===== src/hdl/sfs_pkg.sv =====
// package for the sprite frame sequencer
// holds sizes, codes, state and memory interface types; no dependencies
`default_nettype none

package sfs_pkg;

  localparam int unsigned MAX_FRAMES = 64;
  localparam int unsigned TIME_W     = 32;
  localparam int unsigned IDX_W      = $clog2(MAX_FRAMES);
  localparam int unsigned CNT_W      = $clog2(MAX_FRAMES + 1);
  localparam int unsigned MODE_W     = 3;
  localparam int unsigned FUNC_W     = 3;
  localparam int unsigned SEL_W      = 6;
  localparam int unsigned CFG_IDX_W  = 1;
  localparam int unsigned CFG_W      = 7;
  localparam int unsigned IN_DATA_W  = 72;
  localparam int unsigned OUT_DATA_W = 16;

  // configuration register indexes
  localparam logic [CFG_IDX_W-1:0] REG_ANIM_MODE   = 1'b0;
  localparam logic [CFG_IDX_W-1:0] REG_FRAME_COUNT = 1'b1;

  typedef enum logic [FUNC_W-1:0] {
    FN_TICK     = 3'd0,
    FN_START    = 3'd1,
    FN_STOP     = 3'd2,
    FN_PAUSE    = 3'd3,
    FN_RESUME   = 3'd4,
    FN_SET_IDX  = 3'd5,
    FN_WR_DUR   = 3'd6,
    FN_NOP      = 3'd7
  } func_e;

  typedef enum logic [MODE_W-1:0] {
    MODE_LOOP = 3'd0,
    MODE_STAY = 3'd1,
    MODE_BACK = 3'd2,
    MODE_GONE = 3'd3,
    MODE_PING = 3'd4
  } mode_e;

  typedef enum logic {
    ST_IDLE,
    ST_EXEC
  } state_e;

  // requests from the sequencer to the frame time memories
  typedef struct packed {
    logic              rd_en;
    logic [IDX_W-1:0]  rd_addr;
    logic              el_we;
    logic [IDX_W-1:0]  el_waddr;
    logic [TIME_W-1:0] el_wdata;
    logic              el_clr;
    logic [IDX_W-1:0]  el_caddr;
    logic              du_we;
    logic [IDX_W-1:0]  du_waddr;
    logic [TIME_W-1:0] du_wdata;
  } mem_req_t;

  // registered read data
  typedef struct packed {
    logic [TIME_W-1:0] elapsed;
    logic [TIME_W-1:0] duration;
  } mem_rsp_t;

endpackage

`default_nettype wire


===== src/hdl/sfs_time_mem.sv =====
// frame time storage: per-frame elapsed time and duration memories
// uses sfs_pkg; elapsed entries carry valid flags so reset reads them as zero
`default_nettype none

module sfs_time_mem
  import sfs_pkg::*;
(
  input  wire logic     clk_i,
  input  wire logic     rst_ni,
  input  wire mem_req_t req_i,
  output mem_rsp_t      rsp_o
);

  logic [TIME_W-1:0]     elapsed_mem [MAX_FRAMES];
  logic [TIME_W-1:0]     duration_mem [MAX_FRAMES];
  logic [MAX_FRAMES-1:0] el_valid_q;
  logic [TIME_W-1:0]     el_rd_q;
  logic [TIME_W-1:0]     du_rd_q;
  logic                  el_rd_valid_q;

  // memory arrays, synchronous write and registered read
  always_ff @(posedge clk_i) begin
    if (req_i.el_we) begin
      elapsed_mem[req_i.el_waddr] <= req_i.el_wdata;
    end
    if (req_i.du_we) begin
      duration_mem[req_i.du_waddr] <= req_i.du_wdata;
    end
    if (req_i.rd_en) begin
      el_rd_q <= elapsed_mem[req_i.rd_addr];
      du_rd_q <= duration_mem[req_i.rd_addr];
    end
  end

  // valid flags: write sets, clear wins on the same entry
  always_ff @(posedge clk_i or negedge rst_ni) begin
    if (!rst_ni) begin
      el_valid_q    <= '0;
      el_rd_valid_q <= 1'b0;
    end else begin
      if (req_i.el_we) begin
        el_valid_q[req_i.el_waddr] <= 1'b1;
      end
      if (req_i.el_clr) begin
        el_valid_q[req_i.el_caddr] <= 1'b0;
      end
      if (req_i.rd_en) begin
        el_rd_valid_q <= el_valid_q[req_i.rd_addr];
      end
    end
  end

  // a cleared entry reads as zero
  assign rsp_o.elapsed  = el_rd_valid_q ? el_rd_q : '0;
  assign rsp_o.duration = du_rd_q;

endmodule

`default_nettype wire


===== src/hdl/sfs_seq.sv =====
// sequencer: config registers, item control, frame stepping and result register
// uses sfs_pkg; drives the frame time memories through mem_req_t
`default_nettype none

module sfs_seq
  import sfs_pkg::*;
(
  input  wire logic                  clk_i,
  input  wire logic                  rst_ni,
  input  wire logic                  cfg_we_i,
  input  wire logic [CFG_IDX_W-1:0]  cfg_idx_i,
  input  wire logic [CFG_W-1:0]      cfg_data_i,
  input  wire logic                  s_axis_tvalid,
  output logic                       s_axis_tready,
  input  wire logic [IN_DATA_W-1:0]  s_axis_tdata,
  input  wire logic [FUNC_W-1:0]     s_axis_tuser,
  output logic                       m_axis_tvalid,
  input  wire logic                  m_axis_tready,
  output logic [OUT_DATA_W-1:0]      m_axis_tdata,
  output mem_req_t                   mem_req_o,
  input  wire mem_rsp_t              mem_rsp_i
);

  state_e              state_q, state_d;
  logic [MODE_W-1:0]   mode_q;
  logic [CNT_W-1:0]    cnt_q;
  logic [CNT_W-1:0]    idx_q, idx_d;
  logic                down_q, down_d;
  logic                run_q, run_d;
  logic                shown_q, shown_d;
  logic [FUNC_W-1:0]   func_q;
  logic [TIME_W-1:0]   dt_q;
  logic [SEL_W-1:0]    sel_q;
  logic [TIME_W-1:0]   dur_q;
  logic                m_valid_q;
  logic [OUT_DATA_W-1:0] m_data_q, m_data_d;
  logic                changed;
  logic                accept;
  logic                out_free;
  logic                commit;
  logic [CNT_W-1:0]    used_cnt;
  logic [TIME_W:0]     el_sum;
  logic [TIME_W-1:0]   el_sat;
  logic [CNT_W-1:0]    nxt_idx;
  logic                tick_ok;
  logic                pingpong;

  // handshake and commit control
  assign out_free = !m_valid_q || m_axis_tready;
  assign accept   = s_axis_tvalid && s_axis_tready;
  assign used_cnt = (cnt_q > CNT_W'(MAX_FRAMES)) ? CNT_W'(MAX_FRAMES) : cnt_q;
  assign pingpong = (mode_q > MODE_GONE);

  // next state
  always_comb begin
    state_d = state_q;
    case (state_q)
      ST_IDLE: if (s_axis_tvalid) state_d = ST_EXEC;
      ST_EXEC: if (out_free) state_d = ST_IDLE;
      default: state_d = ST_IDLE;
    endcase
  end

  // state outputs
  always_comb begin
    s_axis_tready = 1'b0;
    commit        = 1'b0;
    case (state_q)
      ST_IDLE: s_axis_tready = 1'b1;
      ST_EXEC: commit = out_free;
      default: ;
    endcase
  end

  // item execution on the data read back from memory
  always_comb begin
    idx_d    = idx_q;
    down_d   = down_q;
    run_d    = run_q;
    shown_d  = shown_q;
    changed  = 1'b0;
    el_sum   = {1'b0, mem_rsp_i.elapsed} + {1'b0, dt_q};
    el_sat   = el_sum[TIME_W] ? '1 : el_sum[TIME_W-1:0];
    nxt_idx  = idx_q + CNT_W'(1);
    tick_ok  = run_q && (idx_q < used_cnt);

    mem_req_o.rd_en    = accept;
    mem_req_o.rd_addr  = idx_q[IDX_W-1:0];
    mem_req_o.el_we    = 1'b0;
    mem_req_o.el_waddr = idx_q[IDX_W-1:0];
    mem_req_o.el_wdata = el_sat;
    mem_req_o.el_clr   = 1'b0;
    mem_req_o.el_caddr = '0;
    mem_req_o.du_we    = 1'b0;
    mem_req_o.du_waddr = sel_q;
    mem_req_o.du_wdata = dur_q;

    case (func_q)
      FN_TICK: begin
        if (tick_ok) begin
          mem_req_o.el_we = commit;
          if (el_sat >= mem_rsp_i.duration) begin
            changed = 1'b1;
            if (!down_q) begin
              idx_d = nxt_idx;
              if (nxt_idx >= used_cnt) begin
                case (mode_q)
                  MODE_LOOP: idx_d = '0;
                  MODE_GONE: begin
                    run_d   = 1'b0;
                    shown_d = 1'b0;
                  end
                  MODE_STAY: begin
                    idx_d = used_cnt - CNT_W'(1);
                    run_d = 1'b0;
                  end
                  MODE_BACK: begin
                    idx_d = '0;
                    run_d = 1'b0;
                  end
                  default: begin
                    down_d = 1'b1;
                    idx_d  = used_cnt - CNT_W'(1);
                  end
                endcase
              end
            end else begin
              if (idx_q == '0) begin
                if (pingpong) down_d = 1'b0;
              end else begin
                idx_d = idx_q - CNT_W'(1);
              end
            end
            // entering a frame while running restarts its time
            if (run_d && (idx_d < used_cnt)) begin
              mem_req_o.el_clr   = commit;
              mem_req_o.el_caddr = idx_d[IDX_W-1:0];
            end
          end
        end
      end
      FN_START: begin
        if (used_cnt != '0) begin
          down_d  = 1'b0;
          run_d   = 1'b1;
          shown_d = 1'b1;
          idx_d   = '0;
          mem_req_o.el_clr   = commit;
          mem_req_o.el_caddr = '0;
        end
      end
      FN_STOP: begin
        run_d   = 1'b0;
        shown_d = 1'b0;
      end
      FN_PAUSE:  run_d = 1'b0;
      FN_RESUME: run_d = 1'b1;
      FN_SET_IDX: begin
        if (CNT_W'(sel_q) < used_cnt) idx_d = CNT_W'(sel_q);
      end
      FN_WR_DUR: mem_req_o.du_we = commit;
      default: ;
    endcase

    m_data_d = OUT_DATA_W'({changed, run_d, shown_d, idx_d});
  end

  // control registers
  always_ff @(posedge clk_i or negedge rst_ni) begin
    if (!rst_ni) begin
      state_q   <= ST_IDLE;
      mode_q    <= MODE_LOOP;
      cnt_q     <= '0;
      idx_q     <= '0;
      down_q    <= 1'b0;
      run_q     <= 1'b0;
      shown_q   <= 1'b0;
      m_valid_q <= 1'b0;
    end else begin
      state_q <= state_d;
      if (cfg_we_i) begin
        case (cfg_idx_i)
          REG_ANIM_MODE:   mode_q <= cfg_data_i[MODE_W-1:0];
          REG_FRAME_COUNT: cnt_q  <= cfg_data_i[CNT_W-1:0];
          default: ;
        endcase
      end
      if (commit) begin
        idx_q   <= idx_d;
        down_q  <= down_d;
        run_q   <= run_d;
        shown_q <= shown_d;
      end
      if (commit) begin
        m_valid_q <= 1'b1;
      end else if (m_axis_tready) begin
        m_valid_q <= 1'b0;
      end
    end
  end

  // item and result payload registers
  always_ff @(posedge clk_i) begin
    if (accept) begin
      func_q <= s_axis_tuser;
      dt_q   <= s_axis_tdata[TIME_W-1:0];
      sel_q  <= s_axis_tdata[TIME_W +: SEL_W];
      dur_q  <= s_axis_tdata[TIME_W+SEL_W +: TIME_W];
    end
    if (commit) begin
      m_data_q <= m_data_d;
    end
  end

  assign m_axis_tvalid = m_valid_q;
  assign m_axis_tdata  = m_data_q;

endmodule

`default_nettype wire


===== src/hdl/sprite_frame_sequencer_top.sv =====
// flow: an accepted item reads the frame time memory, then commits its result and the
//   elapsed write-back; no new item is accepted until it commits, a step set by the
//   read then write-back of the frame time memory; a result held at the output stalls the commit
// reset: control state clears at once, elapsed times read as zero through
//   per-frame valid flags, durations are unknown until written; no clear pass
`default_nettype none

module sprite_frame_sequencer_top
  import sfs_pkg::*;
(
  input  wire logic                 clk_i,
  input  wire logic                 rst_ni,
  input  wire logic                 cfg_we_i,
  input  wire logic [CFG_IDX_W-1:0] cfg_idx_i,
  input  wire logic [CFG_W-1:0]     cfg_data_i,
  input  wire logic                 s_axis_tvalid,
  output logic                      s_axis_tready,
  input  wire logic [IN_DATA_W-1:0] s_axis_tdata,   // dt[31:0], frame_sel[37:32], duration[69:38]
  input  wire logic [FUNC_W-1:0]    s_axis_tuser,   // func[2:0]
  output logic                      m_axis_tvalid,
  input  wire logic                 m_axis_tready,
  output logic [OUT_DATA_W-1:0]     m_axis_tdata    // current_frame[6:0], is_active[7],
                                                    // is_animating[8], frame_changed[9]
);

  mem_req_t mem_req;
  mem_rsp_t mem_rsp;

  sfs_seq u_seq (
    .clk_i         (clk_i),
    .rst_ni        (rst_ni),
    .cfg_we_i      (cfg_we_i),
    .cfg_idx_i     (cfg_idx_i),
    .cfg_data_i    (cfg_data_i),
    .s_axis_tvalid (s_axis_tvalid),
    .s_axis_tready (s_axis_tready),
    .s_axis_tdata  (s_axis_tdata),
    .s_axis_tuser  (s_axis_tuser),
    .m_axis_tvalid (m_axis_tvalid),
    .m_axis_tready (m_axis_tready),
    .m_axis_tdata  (m_axis_tdata),
    .mem_req_o     (mem_req),
    .mem_rsp_i     (mem_rsp)
  );

  sfs_time_mem u_time_mem (
    .clk_i  (clk_i),
    .rst_ni (rst_ni),
    .req_i  (mem_req),
    .rsp_o  (mem_rsp)
  );

`ifndef SYNTH
  // no elapsed write-back while a new item can enter
  a_no_wb_when_ready: assert property (@(posedge clk_i) disable iff (!rst_ni)
    !(s_axis_tready && mem_req.el_we))
    else $error("elapsed write-back while accepting an item");

  // one item in flight: an accepted item blocks the next
  a_one_in_flight: assert property (@(posedge clk_i) disable iff (!rst_ni)
    (s_axis_tvalid && s_axis_tready) |=> !s_axis_tready)
    else $error("second item accepted while one is in flight");

  // the frame index never passes the frame limit
  a_index_range: assert property (@(posedge clk_i) disable iff (!rst_ni)
    m_axis_tvalid |-> (m_axis_tdata[CNT_W-1:0] <= CNT_W'(MAX_FRAMES)))
    else $error("frame index beyond frame limit");
`endif

endmodule

`default_nettype wire


===== config.mk =====
export PLATFORM = sky130hd
export DESIGN_NAME = sprite_frame_sequencer_top
export DESIGN_NICKNAME = d
export VERILOG_FILES = /design/src/hdl/sfs_pkg.sv /design/src/hdl/sfs_time_mem.sv /design/src/hdl/sfs_seq.sv /design/src/hdl/sprite_frame_sequencer_top.sv
export SDC_FILE = /design/constraint.sdc
export NUM_CORES = 2
export LEC_CHECK = 0
export ABC_AREA = 1
export ABC_CLOCK_PERIOD_IN_PS = 5600
export BUFFER_PORTS_ARGS = -buffer_cell sky130_fd_sc_hd__buf_4
export CORE_UTILIZATION = 45
export CTS_BUF_LIST = sky130_fd_sc_hd__clkbuf_8 sky130_fd_sc_hd__clkbuf_16
export DETAILED_ROUTE_END_ITERATION = 7
export PLACE_DENSITY = 0.63
export SYNTH_ARGS = -nofsm -noshare
export SYNTH_HDL_FRONTEND = slang
export SYNTH_HIERARCHICAL = 1
export SYNTH_SLANG_ARGS = --single-unit

===== constraint.sdc =====
create_clock -name clk_i -period 5.6 [get_ports clk_i]
set_input_delay 1.12 -clock clk_i [delete_from_list [all_inputs] [get_ports clk_i]]
set_output_delay 1.12 -clock clk_i [all_outputs]
set_load 0.05 [all_outputs]

==> qor.yml <==
placed_design:
  gp_congestion: 0.901
  port_buffers: 97
  place_hpwl_um: 269000
  dp.cells: 19500
final_layout:
  final_nets: 14900
  areaGrowthSynthToFinish_pct: 12.4
  mostFrequentLayoutCells: "4243 x edfxtp_1, 3733 x nand2_1, 3052 x nand3_1, 686 x o21ai_0, 656 x nor2_1"
  multiInputGateArea_um2: 42400
  drive_above_1_share_pct: 9.10
  stdcell_count: 20300
  fill_cells: 33100
  layout_commonest_cell: "edfxtp_1"
  area.sequential_um2: 130000
power:
  total_power_mw: 97.5
  p_per_area_nw_per_um2: 491
  p_leak_nw: 69.9
  peakVddDrop_uv: 728
clock_tree:
  clockBufferDepth: 4
  clk_latency_ps: 930
  hold_buffers: 0
  cts_buffers: 426
  clkSinkCount: 4330
  cts_tree: "yes"
  ctsHtreeMaxLevel: 5
  clkSlewWorstSetupHoldPaths_ps: 60
  clockRootBuffer: "clkbuf_16"
yosys:
  synth.ff_latch_count: 4330
  yosysWarnings: 6
  synth_seq_area_share_pct: 73.3
  postSynthCellCount: 14700
  ys_types: 54
  avgSynthCellArea_um2: 12.0
  async_flop_share_pct: 2.01
  synth_edf_count: 4243
  syn_area_um2: 177000
  ys.flop_type: "edfxtp_1"
timing:
  holdWs_ps: 227
  finalSetupViolCount: 0
  max_freq_ghz: 0.190
  slew_headroom_pct: 28.6
  hold_viol: 0
  skew_ps: 39.7
  slew_violations: 0
  worstMarginPinSlew_ps: 1070
  period_share_pct: 94.2
  min_period_ps: 5280
critical_path:
  path_buf_inv: 7
  critPathKind: "flop to flop"
  cpMostUsedCell: "nand2_1"
  cpMaxStageDelayCell: "fa_1"
  end_kind: "flop"
  path_max_fanout: 33
  crit_required_ps: 6360
  start_kind: "flop"
  cpPeakStageDelay_ps: 390
  worstPathArrival_ps: 6040
  cp_top_family: "simple AND/OR/NAND/NOR gates"
drt:
  wirelength_um: 513000
  num_vias: 117000
  drc: 0
  postRouteAntennaNets: 0
  via_per_inst: 5.76
  post_drt_wl_per_cell_um: 25.3
  drtIter0Drc: 15000
  dr.pass1.iters: 6
status:
  status: "completed"
global_routing:
  grt_pass1_vias: 109000
  grt_pass1_wl_um: 743000
  grt_usage_pct: 25.3
  grt_overflow: 0
  grt_max_degree: 189
  antenna_found_initial: 16
floorplan:
  rows: 229
  dieArea_um2: 396000
  fp.coreArea_um2: 390000
  chipWidth_um: 629
  num_io_pins: 106
  fp.dieH_um: 629
  start_util_pct: 45.3
worst_hold_path:
  min_path_type: "input pin to asynchronous set/reset pin"
run:
  max_cap_viol_count: 0
-- through the flow --
stage | TNS, ps | utilization, % | worst slack [ps] | cell area [um^2]
floorplan | 0 | - | 51.2 | 177000
global placement | -1960 | 47.4 | -202 | 185000
detailed placement | -1760 | 47.4 | -188 | 185000
CTS | 0 | 50.9 | 32.4 | 199000
global route | -0.409 | 50.9 | -0.409 | 199000
finish | 0 | 50.9 | 324 | 199000
-- area by class of cell --
class	count	area share, %
multi-input combinational	9079	21.3
clock buffer	442	5.51
inverter	372	0.725
antenna	9	0.0113
sequential	4330	65.2
clock inverter	336	1.29
tap	5197	3.27
timing repair buffer	537	2.67
-- Yosys cell counts (9+ instances only) --
| cell | count | area share (%) |
|---|---|---|
| dfrtp_1 | 87 | 1.2 |
| nor3_1 | 35 | 0.099 |
| o21ai_0 | 686 | 1.9 |
| nand4_1 | 20 | 0.071 |
| edfxtp_1 | 4243 | 72 |
| a21o_1 | 9 | 0.038 |
| clkbuf_1 | 303 | 0.64 |
| inv_1 | 362 | 0.77 |
| nand2_1 | 3743 | 7.9 |
| buf_4 | 179 | 0.76 |
| nor2_1 | 792 | 1.7 |
| buf_6 | 14 | 0.089 |
| buf_1 | 124 | 0.26 |
| buf_2 | 324 | 0.92 |
| a21oi_1 | 250 | 0.71 |
| xor2_1 | 13 | 0.064 |
| o22ai_1 | 259 | 0.92 |
| ha_1 | 93 | 0.66 |
| nand3_1 | 3072 | 8.7 |
-- path summary, 6_finish.rpt --
check                                                      from                                  end  slack, ps  depth (start not counted)
min reg2reg                 u_time_mem/el_valid_q[52]$_DFF_PN0_  u_time_mem/el_valid_q[52]$_DFF_PN0_        500                          2
min                                                      rst_ni      u_seq/m_axis_tvalid$_DFFE_PN0P_        230                          1
max in group asynchronous                                rst_ni   u_time_mem/el_valid_q[8]$_DFF_PN0_       4280                          2
max                        u_time_mem/el_rd_valid_q$_DFFE_PN0P_   u_time_mem/el_valid_q[6]$_DFF_PN0_        320                         31
max reg2reg                u_time_mem/el_rd_valid_q$_DFFE_PN0P_   u_time_mem/el_valid_q[6]$_DFF_PN0_        320                         31
min in group clk_i                              s_axis_tuser[0]            u_seq/func_q[0]$_DFFE_PP_        370                          1
-- state kept, by name (all words and copies together), names as in the netlist --
signal and count:
u_seq/m_axis_tvalid 1, u_seq/sel_q 6, u_seq/m_axis_tdata 10, u_seq/dt_q 32
u_seq/shown_q 1, u_time_mem/elapsed_mem 2048, u_seq/dur_q 32, u_time_mem/du_rd_q 32
u_seq/func_q 3, u_time_mem/el_rd_valid_q 1, u_seq/state_q 1, u_seq/down_q 1
u_seq/idx_q 7, u_time_mem/el_valid_q 64, u_seq/cnt_q 7, u_time_mem/el_rd_q 32
u_seq/run_q 1, u_time_mem/duration_mem 2048, u_seq/mode_q 3
-- report_power, final --
group | switching [mW] | internal [mW] | total, mW
clock network | 12.1 | 15.8 | 27.9
logic | 22.3 | 6.50 | 28.8
registers | 0.300 | 40.5 | 40.8
-- layer usage --
| metal | GRT usage (%) | up-vias | wire [um] |
|---|---|---|---|
| li1 | - | 52600 | - |
| met3 | 3.53 | 949 | 46300 |
| met1 | 35.7 | 57600 | 209000 |
| met2 | 39.6 | 5745 | 236000 |
| met4 | 10.0 | 0 | 21300 |
| met5 | 0 | - | 0 |
-- repair_timing --
item | CTS | global route
endpoints found under the setup margin | 27 | 64
setup buffers | 0 | 4
endpoints found under the hold margin | 0 | 0
gates resized for setup | 4 | 16
gates cloned | 0 | 1
pin swaps | 0 | 3
-- kinds of logic (layout without fill, tap and decap cells) --
| logic type | after synthesis | count (layout) | share of synthesized area, % |
|---|---|---|---|
| muxes | 2 | 2 | 0.0127 |
| buffers and inverters | 1317 | 1687 | 3.47 |
| other | 1 | 15 | 0.00212 |
| DFF | 4330 | 4330 | 73.3 |
| AOI/OAI and AO/OA | 1254 | 1254 | 3.83 |
| adders and majority gates | 94 | 94 | 0.669 |
| xor gates and xnor gates | 20 | 20 | 0.0990 |
| and+or+nand+nor | 7703 | 7703 | 18.7 |
Note: power is estimated with default switching activity, not from simulation.
